**config.mk**
```make
export PLATFORM = sky130hd
export DESIGN_NAME = sbx_pipe
export DESIGN_NICKNAME = d
export VERILOG_FILES = /design/src/rtl/sbx_pipe.sv
export SDC_FILE = /design/constraint.sdc
export NUM_CORES = 1
export LEC_CHECK = 0
export BUFFER_PORTS_ARGS = -buffer_cell sky130_fd_sc_hd__clkbuf_2
export CAP_MARGIN = 30
export CORE_AREA = 8 8 50 52
export CTS_CLUSTER_DIAMETER = 30
export DETAILED_ROUTE_END_ITERATION = 8
export DIE_AREA = 0 0 58 60
export HOLD_SLACK_MARGIN = 0.08
export PLACE_DENSITY_LB_ADDON = 0.12
export SLEW_MARGIN = 10
export SYNTH_ARGS = -nofsm -noshare
export SYNTH_HDL_FRONTEND = slang
export SYNTH_SLANG_ARGS = --single-unit
```
**constraint.sdc**
```tcl
create_clock -name i_clk -period 0.8 [get_ports i_clk]
set_input_delay 0.04 -clock i_clk [delete_from_list [all_inputs] [get_ports i_clk]]
set_output_delay 0.04 -clock i_clk [all_outputs]
set_load 0.05 [all_outputs]
```
**src/rtl/sbx_pipe.sv**
```systemverilog
// Delay line with valid bits for data that runs beside the dividers.
module sbx_pipe #(
    parameter int W     = 8,
    parameter int DEPTH = 4
) (
    input  logic         i_clk,
    input  logic         i_rst_n,
    input  logic         i_valid,
    input  logic [W-1:0] i_data,
    output logic         o_valid,
    output logic [W-1:0] o_data
);

    logic [DEPTH-1:0] r_valid;
    logic [W-1:0]     r_data [DEPTH];

    always_ff @(posedge i_clk) begin
        if (!i_rst_n) begin
            r_valid <= '0;
        end else begin
            r_valid <= {r_valid[DEPTH-2:0], i_valid};
        end
    end

    always_ff @(posedge i_clk) begin
        r_data[0] <= i_data;
        for (int i = 1; i < DEPTH; i++) begin
            r_data[i] <= r_data[i-1];
        end
    end

    assign o_valid = r_valid[DEPTH-1];
    assign o_data  = r_data[DEPTH-1];

endmodule

```
Word-level counts from Yosys, hierarchy flattened --
Memory sizes are Yosys's and may differ from the RTL's. Cells that the tools add are included.
Storage, ports and cells: word-level logic and storage cells 2, memory bits (writable) 32, output and inout bits 9, bits in registers 4, memories kept 1, input bits 11
Memories:
- r_data | depth 4, width 8, read ports 4, clocked after Yosys merged registers in 0, wr ports 4, line 15 | logic [W-1:0] r_data [DEPTH];

Depth between registers and ports, before layout --
depth in word-level cells 0, gate-level depth with buffers 1, gate-level depth less buffers 1

Worst setup path before layout --
Ideal clock, no wire load.
path kind reg-to-output, start point memory r_data[3][0], end point output port o_data[0], path buffers 0, data required time 0.760 ns, stages on the path, launching flop included 1, arrival 0.587 ns, path slack 0.173 ns, cell sequence dfxtp_1
RTL lines:
- from (decl) | line 15
- to (decl) | line 11 | output logic [W-1:0] o_data

==> results_dict.tcl <==
set metrics [dict create \
    cap_violations 0 \
    synth_area_um2 746 \
    setup_viol 9 \
    io_pins 20 \
    groute.layer.met3.usage_pct 5.81 \
    grt_overflow_total 0 \
    yosys_warnings 0 \
    antenna_found_initial 0 \
    fin_setup_tns_ps -406 \
    initial_core_util_pct 41.4 \
    fmax_ghz 1.16 \
    crit_path_max_fanout 1 \
    required_ps 760 \
    dp_cells 77 \
    die_area_um2 3480 \
    ys_seq_area_share_pct 96.6 \
    fin_worst_skew_ps 4.36 \
    rsz0062_at_grt "yes" \
    rrSetupSlack_ps 260 \
    coreArea_um2 1800 \
    vias 388 \
    power_leakage_nw 0.522 \
    hold_viol 0 \
    crit_path_start "r_data[3][7]" \
    use_met1_pct 5.55 \
    whs_path_depth 0 \
    post_cts_buffers 0 \
    maxSlewHeadroom_pct 93.7 \
    area_delta_synth_final_pct 57.4 \
    worstPathArrival_ps 820 \
    port_buffers 19 \
    cts_sinks 36 \
    max_stage_delay_ps 350 \
    tritoncts "done" \
    worstRegToRegCells 1 \
    reg2reg_from "r_valid[2]" \
    endpoint "o_data[7]" \
    gp_congestion 0.574 \
    yosysUniqueCellTypes 2 \
    critPathKind "register to primary output" \
    drcViolationCount 0 \
    timing.rr.end "r_valid[3]" \
    drive_above_1_share_pct 44.2 \
    syn-num-nets 51 \
    top_usage_layer "met2" \
    fin_util_pct 65.1 \
    met2_usage_pct 13.1 \
    period_minus_slack_ps 862 \
    synth_top_area_share_pct 96.6 \
    slowest_stage "dfxtp_2" \
    drt-wirelength-per-cell_um 11.3 \
    violations "setup timing" \
    die_h_um 60 \
    worstMarginPinSlew_ps 94.0 \
    yosys.area.top_type "dfxtp_1" \
    drt-pass1-iter-count 3 \
    htree_num_levels 2 \
    cts.path.max_buffers 2 \
    wl_um 1070 \
    rows 16 \
    maxSlewViolCount 0 \
    die_w_um 58 \
    finalCritPeriodShare_pct 108 \
    cp-end-kind "primary output" \
    finalNetCount 87 \
    fillers 133 \
    syn_area_per_cell_um2 18.6 \
    path_buf_inv 1 \
    synthCells 40 \
    path_delay_family "flip-flops" \
    start_kind "register" \
    layout_setup_ws_ps -61.7 \
    hold_path_class "register to register" \
    clock_latency_ps 320 \
    grt_max_degree 11 \
    grt_pass1_wl_um 1870 \
    cp.depth 1 \
    grtUsageTotal_pct 8.08 \
    synth.area.top_cells "dfxtp_1 (97%), and2_1 (3.4%)" \
    cts_buffers 5 \
    path_clk_slew_ps 90 \
    powerDensity_nw_per_um2 2630 \
    n_antenna_cell 0 \
    path_cells "clkbuf_16" \
    status "finished, violations left" \
    layout.cells.non_filler 95 \
    drtIter0Drc 2 \
    hold_ws_ps 330 \
    root_buffer "clkbuf_4" \
    ir_drop_mv 1.55 \
    ys_ff_latch 36 \
    drtAntennaViolNets 0 \
    grt_pass1_vias 438 \
    avgViaCountPerCell 4.08 \
    p_total_mw 3.09 \
]
-- area by class of cell --
| cell class | count | area [um2] | share of cell area (%) |
|---|---|---|---|
| flip-flops and latches | 36 | 732 | 62.4 |
| repair buffers | 29 | 335 | 28.6 |
| clock buffers | 8 | 58.8 | 5.01 |
| multi-input cells | 4 | 25.0 | 2.13 |
| well taps | 18 | 22.5 | 1.92 |
-- flip-flops by register name (all words and copies together), names as in the netlist --
name / cells
r_data: 32
r_valid: 4
-- metal layers --
layer  wire length, um  vias to the layer above  share of wire [%]
li1                  -                      192                  -
met1               375                      169                 35
met2               506                       19                 47
met3               137                        8                 13
met4                50                        0                4.7
met5                 0                        -                  0
-- repair_timing --
item	4_1_cts	5_1_grt
hold endpoints to repair	12	0
setup endpoints to repair	9	9
resized for setup	29	7
cloned	0	0
hold buffers	10	0
-- Yosys cell counts --
cell and instances:
and2_1 4, dfxtp_1 36
-- worst min-delay path by stage --
| stage | from | end | slack (ps) |
|---|---|---|---|
| finish | r_data[2][4] | r_data[3][4] | 330 |
| global route | r_data[2][2] | r_data[3][2] | 340 |
| CTS | i_data[0] | r_data[0][0] | 330 |
| detailed placement | i_data[0] | r_data[0][0] | 140 |
| global placement | i_data[4] | r_data[0][4] | 140 |
| floorplan | i_data[0] | r_data[0][0] | 70 |
-- where the power goes --
part / switching, mW / internal (mW)
sequential: 0.0279 / 1.89
combinational: 0.103 / 0.131
clock: 0.503 / 0.434
-- kinds of logic (layout without fill, tap and decap cells) --
family                 Yosys count  after routing  synth area share (%)
AND/OR/NAND/NOR                  4              4                  3.36
buffers and inverters            0             37                     0
flip-flops                      36             36                  96.6
-- cells in the final DEF, fill, tap and decap left out --
| cell | netlist | routed |
|---|---|---|
| buf_8 | 0 | 4 |
| dlygate4sd3_1 | 0 | 10 |
| and2_1 | 4 | 4 |
| clkbuf_8 | 0 | 1 |
| dfxtp_2 | 0 | 9 |
| clkbuf_16 | 0 | 5 |
| clkbuf_1 | 0 | 2 |
| dfxtp_1 | 36 | 27 |
| clkbuf_2 | 0 | 10 |
| clkbuf_4 | 0 | 5 |
-- per-stage QoR --
step                area, um2  setup slack (ps)
global route             1170              -121
finish                   1170             -61.7
detailed placement        863               198
global placement          863               205
CTS                      1160             -82.5
floorplan                 746               173
Power figures use the tool's default switching activity.
