$ cat src/rtl/sbx_pkg.sv
// Shared types, constants and face tables for the segment/box intersection pipeline.
package sbx_pkg;

    localparam int COORD_W      = 32;
    localparam int MAG_W        = 32;
    localparam int PROD_W       = 2 * MAG_W;
    localparam int QUOT_W       = MAG_W;
    localparam int NUM_FACES    = 6;
    localparam int FRONT_STAGES = 2;
    localparam int PICK_STAGES  = 8;
    localparam int LATENCY      = FRONT_STAGES + QUOT_W + PICK_STAGES;

    typedef logic signed [COORD_W-1:0] t_coord;
    typedef logic [MAG_W-1:0]          t_mag;
    typedef logic [PROD_W-1:0]         t_prod;

    typedef enum logic [1:0] {
        AXIS_X = 2'd0,
        AXIS_Y = 2'd1,
        AXIS_Z = 2'd2
    } t_axis;

    typedef struct packed {
        t_coord start_x;
        t_coord start_y;
        t_coord start_z;
        t_coord end_x;
        t_coord end_y;
        t_coord end_z;
        t_coord box_min_x;
        t_coord box_min_y;
        t_coord box_min_z;
        t_coord box_max_x;
        t_coord box_max_y;
        t_coord box_max_z;
    } t_seg_req;

    typedef struct packed {
        logic   hit;
        t_coord hit_x;
        t_coord hit_y;
        t_coord hit_z;
    } t_seg_rsp;

    // per-request data carried alongside the dividers
    typedef struct packed {
        logic [2:0][COORD_W-1:0]           s;
        logic [2:0][COORD_W-1:0]           bmin;
        logic [2:0][COORD_W-1:0]           bmax;
        logic [2:0]                        dneg;
        logic [NUM_FACES-1:0][MAG_W-1:0]   nmag;
        logic [NUM_FACES-1:0][MAG_W-1:0]   dmag;
        logic [NUM_FACES-1:0][COORD_W-1:0] plane;
        logic [NUM_FACES-1:0]              tneg;
        logic [NUM_FACES-1:0]              pre_ok;
    } t_meta;

    typedef struct packed {
        t_meta                                 meta;
        logic [NUM_FACES-1:0][1:0][PROD_W-1:0] prod;
    } t_front;

    typedef struct packed {
        logic                    ok;
        t_mag                    n;
        t_mag                    d;
        logic [2:0][COORD_W-1:0] pt;
    } t_cand;

    // faces: top, bottom, front, back, left, right
    function automatic t_axis face_axis(input logic [2:0] f);
        t_axis a;
        case (f) inside
            3'd0, 3'd1: a = AXIS_Y;
            3'd2, 3'd3: a = AXIS_Z;
            default:    a = AXIS_X;
        endcase
        return a;
    endfunction

    function automatic logic face_is_max(input logic [2:0] f);
        return ~f[0];
    endfunction

    // the two in-plane axes of a face on axis a
    function automatic t_axis other_axis(input t_axis a, input logic j);
        t_axis k;
        case (a)
            AXIS_X:  k = j ? AXIS_Z : AXIS_Y;
            AXIS_Y:  k = j ? AXIS_Z : AXIS_X;
            default: k = j ? AXIS_Y : AXIS_X;
        endcase
        return k;
    endfunction

    // a - b as {negative, magnitude}
    function automatic logic [MAG_W:0] sdiff(input logic [COORD_W-1:0] a,
                                             input logic [COORD_W-1:0] b);
        logic [COORD_W:0] d;
        logic [COORD_W:0] nd;
        d  = {a[COORD_W-1], a} - {b[COORD_W-1], b};
        nd = ~d + 1'b1;
        return d[COORD_W] ? {1'b1, nd[MAG_W-1:0]} : {1'b0, d[MAG_W-1:0]};
    endfunction

endpackage

$ cat src/rtl/sbx_div.sv
// Pipelined restoring divider, one quotient bit per stage, truncating.
module sbx_div
    import sbx_pkg::*;
(
    input  logic  i_clk,
    input  t_prod i_dividend,
    input  t_mag  i_divisor,
    output t_mag  o_quotient
);

    // stage inputs
    t_mag rem_in [QUOT_W];
    t_mag low_in [QUOT_W];
    t_mag quo_in [QUOT_W];
    t_mag div_in [QUOT_W];

    t_mag r_rem [QUOT_W];
    t_mag r_low [QUOT_W];
    t_mag r_quo [QUOT_W];
    t_mag r_div [QUOT_W];

    t_mag n_rem [QUOT_W];
    t_mag n_low [QUOT_W];
    t_mag n_quo [QUOT_W];

    // upper half is below the divisor whenever the quotient fits
    assign rem_in[0] = i_dividend[PROD_W-1:MAG_W];
    assign low_in[0] = i_dividend[MAG_W-1:0];
    assign quo_in[0] = '0;
    assign div_in[0] = i_divisor;

    for (genvar i = 1; i < QUOT_W; i++) begin : g_link
        assign rem_in[i] = r_rem[i-1];
        assign low_in[i] = r_low[i-1];
        assign quo_in[i] = r_quo[i-1];
        assign div_in[i] = r_div[i-1];
    end

    always_comb begin
        logic [MAG_W:0] trial;
        logic [MAG_W:0] diff;
        logic           fits;
        for (int i = 0; i < QUOT_W; i++) begin
            trial    = {rem_in[i], low_in[i][MAG_W-1]};
            diff     = trial - {1'b0, div_in[i]};
            fits     = trial >= {1'b0, div_in[i]};
            n_rem[i] = fits ? diff[MAG_W-1:0] : trial[MAG_W-1:0];
            n_low[i] = {low_in[i][MAG_W-2:0], 1'b0};
            n_quo[i] = {quo_in[i][MAG_W-2:0], fits};
        end
    end

    always_ff @(posedge i_clk) begin
        for (int i = 0; i < QUOT_W; i++) begin
            r_rem[i] <= n_rem[i];
            r_low[i] <= n_low[i];
            r_quo[i] <= n_quo[i];
            r_div[i] <= div_in[i];
        end
    end

    assign o_quotient = r_quo[QUOT_W-1];

endmodule

$ cat config.mk
export PLATFORM = sky130hd
export DESIGN_NAME = sbx_div
export DESIGN_NICKNAME = d
export VERILOG_FILES = /design/src/rtl/sbx_pkg.sv /design/src/rtl/sbx_div.sv
export SDC_FILE = /design/constraint.sdc
export NUM_CORES = 2
export LEC_CHECK = 0
export BUFFER_PORTS_ARGS = -buffer_cell sky130_fd_sc_hd__buf_2
export CORE_UTILIZATION = 57
export CTS_CLUSTER_DIAMETER = 200
export CTS_CLUSTER_SIZE = 10
export DETAILED_ROUTE_END_ITERATION = 16
export PLACE_DENSITY = 0.74
export SYNTH_ARGS = -nofsm -noshare
export SYNTH_HDL_FRONTEND = slang
export SYNTH_SLANG_ARGS = --single-unit
$ cat constraint.sdc
create_clock -name i_clk -period 3.75 [get_ports i_clk]
set_clock_uncertainty 0.2 [all_clocks]
set_input_delay 0.75 -clock i_clk [delete_from_list [all_inputs] [get_ports i_clk]]
set_output_delay 0.75 -clock i_clk [all_outputs]
set_load 0.005 [all_outputs]
; Word-level counts from Yosys, hierarchy flattened
; Memory sizes are Yosys's and may differ from the RTL's.
; Index checks and enable logic that the tools add are counted.
[totals]
reg_bits = 0
ramBits = 4064
in_bits = 97
output_inout_bits = 32
elab_cells = 100
memories = 4
[memory_table]
columns = memory, words, width, read_ports, rd_ports_with_merged_regs, wr, line_no
row1 = r_div, 32, 32, 31, 0, 32, sbx_div.sv:20  ; t_mag r_div [QUOT_W];
row2 = r_quo, 32, 32, 32, 0, 32, sbx_div.sv:19  ; t_mag r_quo [QUOT_W];
row3 = r_rem, 32, 32, 31, 0, 32, sbx_div.sv:17  ; t_mag r_rem [QUOT_W];
row4 = r_low, 32, 31, 31, 0, 32, sbx_div.sv:18  ; t_mag r_low [QUOT_W];
[classes]
n_addsub = 32
magnitude_cmp = 32
muxes = 32
[op_table]
columns = operator, n
row1 = 33-bit by 32-bit >= comparator with 1-bit output, 32
row2 = 32-bit two-way mux, 32
row3 = 32-bit subtractor, 32

; Logic depth before layout (Yosys ltp)
; An unclocked memory read counts as a cell.
[depth]
ltp_word = 3
depth_mapped = 16
mapped_depth_nobuf = 14

; Worst setup path after synthesis
; OpenSTA, ideal clock, no wires.
[synth_timing]
path_kind = input port to flip-flop
from = input i_dividend[31]
to = memory r_rem[0][30] (netlist name)
setup_ps = 121
arrival_time_ps = 3642
required_time_ps = 3429
path_slack_ps = -213
path_stages = 14
n_path_buf = 0
cell_sequence = inv_1 -> ha_1 -> fa_1 -> nor2b_1 -> o21ai_0 -> a211o_1 -> a21bo_2 -> a21oi_1 -> a21oi_1 -> a311o_1 -> o21ai_0 -> a221oi_1 -> xnor2_1 -> mux2_4
[synth_lines]
columns = item, line_no
row1 = "start, declared", sbx_div.sv:6  ; input t_prod i_dividend,
row2 = "end, declared", sbx_div.sv:17

==> results by group <==
Status
  – Status: completed

Clocking
  – CTS H-tree depth: 5
  – Worst-Skew Late Latency: 0.97 ns
  – Num CTS Buffers: 350
  – Clock slew at reported path FFs: 0.06 ns
  – CTS tree: yes
  – Root buffer cell: clkbuf_16
  – Clock Path Buffers: 4
  – Clk sinks: 3,008

Run
  – Max_cap viols: 0

Synth
  – Synth Instances: 12,700
  – Yosys reg bits: 3,008
  – Synth unique cells: 110
  – Synth Cell Area: 124,000 µm²
  – Post-synth EDFFs: 0
  – Sequential area share after synthesis: 0.486
  – Syn_nets: 13,900
  – Synth async-reset ratio: 0
  – Avg Inst Size Synth: 9.74 µm²
  – Ys flop type: dfxtp_1
  – YS warnings: 0

Global route
  – Total GRT Usage: 0.287
  – Largest net degree at the start of global routing: 58
  – Busiest grt layer: met2
  – Overflow after GRT: 0
  – First-pass GRT wire length: 495,000 µm
  – Grt met2 use: 0.532
  – Met1 GRT Util: 0.317
  – GR Util met3: 0.0348
  – Vias in the first global route: 90,700
  – Initial antenna violation count: 7

Floorplanning
  – Core Footprint: 215,000 µm²
  – DIE AREA: 219,000 µm²
  – Initial cell density of the core: 0.576
  – Die Width: 468 µm
  – Rows: 170
  – Die Ht: 468 µm
  – IO Count: 129

Worst setup path
  – Worst R2R End: r_rem[0][255]$_DFF_P_
  – Cell Chain, Critical Path: inv_1, ha_1, a2111oi_0, a211oi_2, buf_4, nor2_1, o211ai_1, a21o_1, a221o_1, a31o_2, xnor2_1, o21ai_0, buf_4
  – Critical Path Sink Type: flop
  – Critical path class: reg2reg
  – Startpoint class of the critical path: flop
  – Critical path fanouts, max: 5
  – Critical Path AT: 4.33 ns
  – Max incr delay on CP: 0.70 ns
  – CP dominant cell by count: buf_4
  – Data required, critical path: 4.37 ns
  – Critical path's slowest cell: a2111oi_0
  – Last element of the critical path: r_rem[0][255]$_DFF_P_
  – Reg2reg start: r_div[0][198]$_DFF_P_
  – Worst R2R Setup Slack: 0.04 ns
  – Register-to-Register Path Depth: 13
  – Crit path from: r_div[0][198]$_DFF_P_

Placement
  – Post-DP HPWL: 249,000 µm
  – Routability Congestion: 0.966
  – Pre-CTS WS: -0.392 ns
  – DP Area: 131,000 µm²
  – IO buf count: 128

Layout
  – Nets@finish: 14,600
  – Register Area: 60,200 µm²
  – # fillers: 17,100
  – Final core utilization: 0.661
  – Synth-to-layout area growth: 14.8%
  – Layout Cell Area excl Fill: 142,000 µm²
  – Multi-input combinational cell area: 58,700 µm²
  – Layout cells sized above 1: 0.114

Timing
  – Fmax: 270 MHz
  – Worst slew pin tran: 0.984 ns
  – Minimum clock period: 3.71 ns
  – Worst rel slew slack: 0.343
  – Final setup viols: 0
  – Final Hold Fails: 0
  – Period utilization: 0.989
  – Setup ws final: 0.0402 ns
  – Slew Viols, Final: 0
  – Total negative setup slack: 0 ns

Detailed routing
  – Via count: 91,300
  – Via-per-instance ratio: 5.58
  – Post-DRT Antenna Nets: 0
  – DRT Pass-1 Iters: 7
  – DRT iter0 DRCs: 5,986
  – WL per Instance: 19.9 µm
  – # DRC: 0
  – Final WL: 325,000 µm

Pwr
  – PnR Total Power: 0.147 W
  – VDD IR-drop max: 0.000601 V
  – Leak: 66.7 nW
  – Pwr Density: 1030 nW/µm²

Min path
  – Worst hold stages: 4
  – HP Class: in2reg
timing repair:
item	in CTS	in global routing
cloned	0	13
setup buffers	0	48
hold buffers	93	1
endpoints found under the hold margin	93	1
gates resized for setup	8	221
pin swaps	2	67
setup endpoints to repair	27	537
sequential cells by signal, indices dropped and copies added, names as in the netlist:
register  cells
r_quo       528
r_div       992
r_rem       992
r_low       496
cells by family (layout without fill, tap and decap cells):
kind of cell,Yosys count,count (layout),synth area share
adders and majority gates,1055,1055,0.108
buffers and inverters,1585,2369,0.0493
muxes,343,343,0.0318
xor gates and xnor gates,841,841,0.0594
other,0,16,0
DFF,3008,3008,0.486
and+or+nand+nor,2537,2537,0.0954
AOI/OAI and AO/OA,3356,3359,0.170
cells in the final DEF, fill, tap and decap left out, types with 65 or more instances in the layout:
| master | Yosys | final |
|---|---|---|
| and3_1 | 88 | 85 |
| nand4_1 | 184 | 184 |
| buf_2 | 42 | 127 |
| xnor2_1 | 488 | 488 |
| clkbuf_16 | 0 | 362 |
| nor2_1 | 522 | 520 |
| xor2_1 | 353 | 353 |
| o21ai_0 | 918 | 886 |
| o21bai_1 | 132 | 131 |
| mux2_2 | 282 | 280 |
| buf_4 | 10 | 437 |
| nand2_1 | 1011 | 1007 |
| a21oi_1 | 931 | 911 |
| inv_1 | 1291 | 1285 |
| dfxtp_1 | 3008 | 2993 |
| nor3_1 | 115 | 113 |
| ha_1 | 1024 | 1011 |
| nor2b_1 | 145 | 142 |
| nand2b_1 | 117 | 117 |
| nand3_1 | 164 | 161 |
| o21a_1 | 102 | 102 |
| o31ai_1 | 81 | 65 |
| a21o_1 | 581 | 580 |
| dlygate4sd3_1 | 0 | 93 |
| a31oi_1 | 116 | 109 |
metal layers:
layer,part of all wire,routed length (µm)
met1,0.39,127000
met2,0.51,167000
met3,0.041,13300
met4,0.055,17900
met5,0,0
synth_stat cells (all sizes together), types with 115 or more instances:
library cell	n	area [µm²]
xor2	353	3090
nand2b	117	732
a21o	581	4360
a31oi	121	797
o21bai	135	1020
ha	1024	12800
xnor2	488	4270
mux2	314	3650
nand2	1011	3790
o21ai	955	4800
dfxtp	3008	60200
clkbuf	227	856
nand4	184	1150
nor3	115	576
inv	1292	4850
a21oi	932	4670
nand3	164	821
nor2b	146	921
nor2	523	1970
worst min-delay path by stage:
stage	startpoint	endpoint	slack [ns]
global placement	r_quo[1][470]$_DFF_P_	r_quo[1][503]$_DFF_P_	0.11
floorplan	r_low[0][68]$_DFF_P_	r_low[0][100]$_DFF_P_	0.11
detailed placement	r_low[0][119]$_DFF_P_	r_low[0][151]$_DFF_P_	0.11
finish	i_dividend[31]	r_rem[0][0]$_DFF_P_	0.06
global route	i_dividend[31]	r_rem[0][0]$_DFF_P_	0.03
CTS	i_dividend[31]	r_rem[0][0]$_DFF_P_	0.004
through the flow:
stage | cells | hold slack, ns
2_1_floorplan | 12700 | 0.110
3_3_place_gp | 15800 | 0.110
3_5_place_dp | 15800 | 0.112
4_1_cts | 16300 | 0.00406
5_1_grt | 16400 | 0.0332
6_report | 16400 | 0.0564
report_power, final:
part	total (W)	switching, W	internal [W]
Clock	0.0285	0.0119	0.0166
Combinational	0.0697	0.0382	0.0316
Sequential	0.0483	0.00632	0.0420
cell type report:
| cell class | count | share of cell area |
|---|---|---|
| tap | 2838 | 0.0250 |
| antenna | 16 | 0.000281 |
| multi-input combinational | 8135 | 0.412 |
| clock buffer | 356 | 0.0625 |
| timing repair buffer | 710 | 0.0412 |
| clock inverter | 11 | 0.00119 |
| sequential | 3008 | 0.423 |
| inverter | 1292 | 0.0341 |
critical path, delay by kind of cell (launching register included):
family / cells / cell delay, ns
compound gates: 7 / 2.00
xor+xnor: 1 / 0.14
fa+ha+maj: 1 / 0.35
buf+inv: 3 / 0.38
flops: 1 / 0.33
simple gates: 1 / 0.20
(Power assumes the default switching activity.)
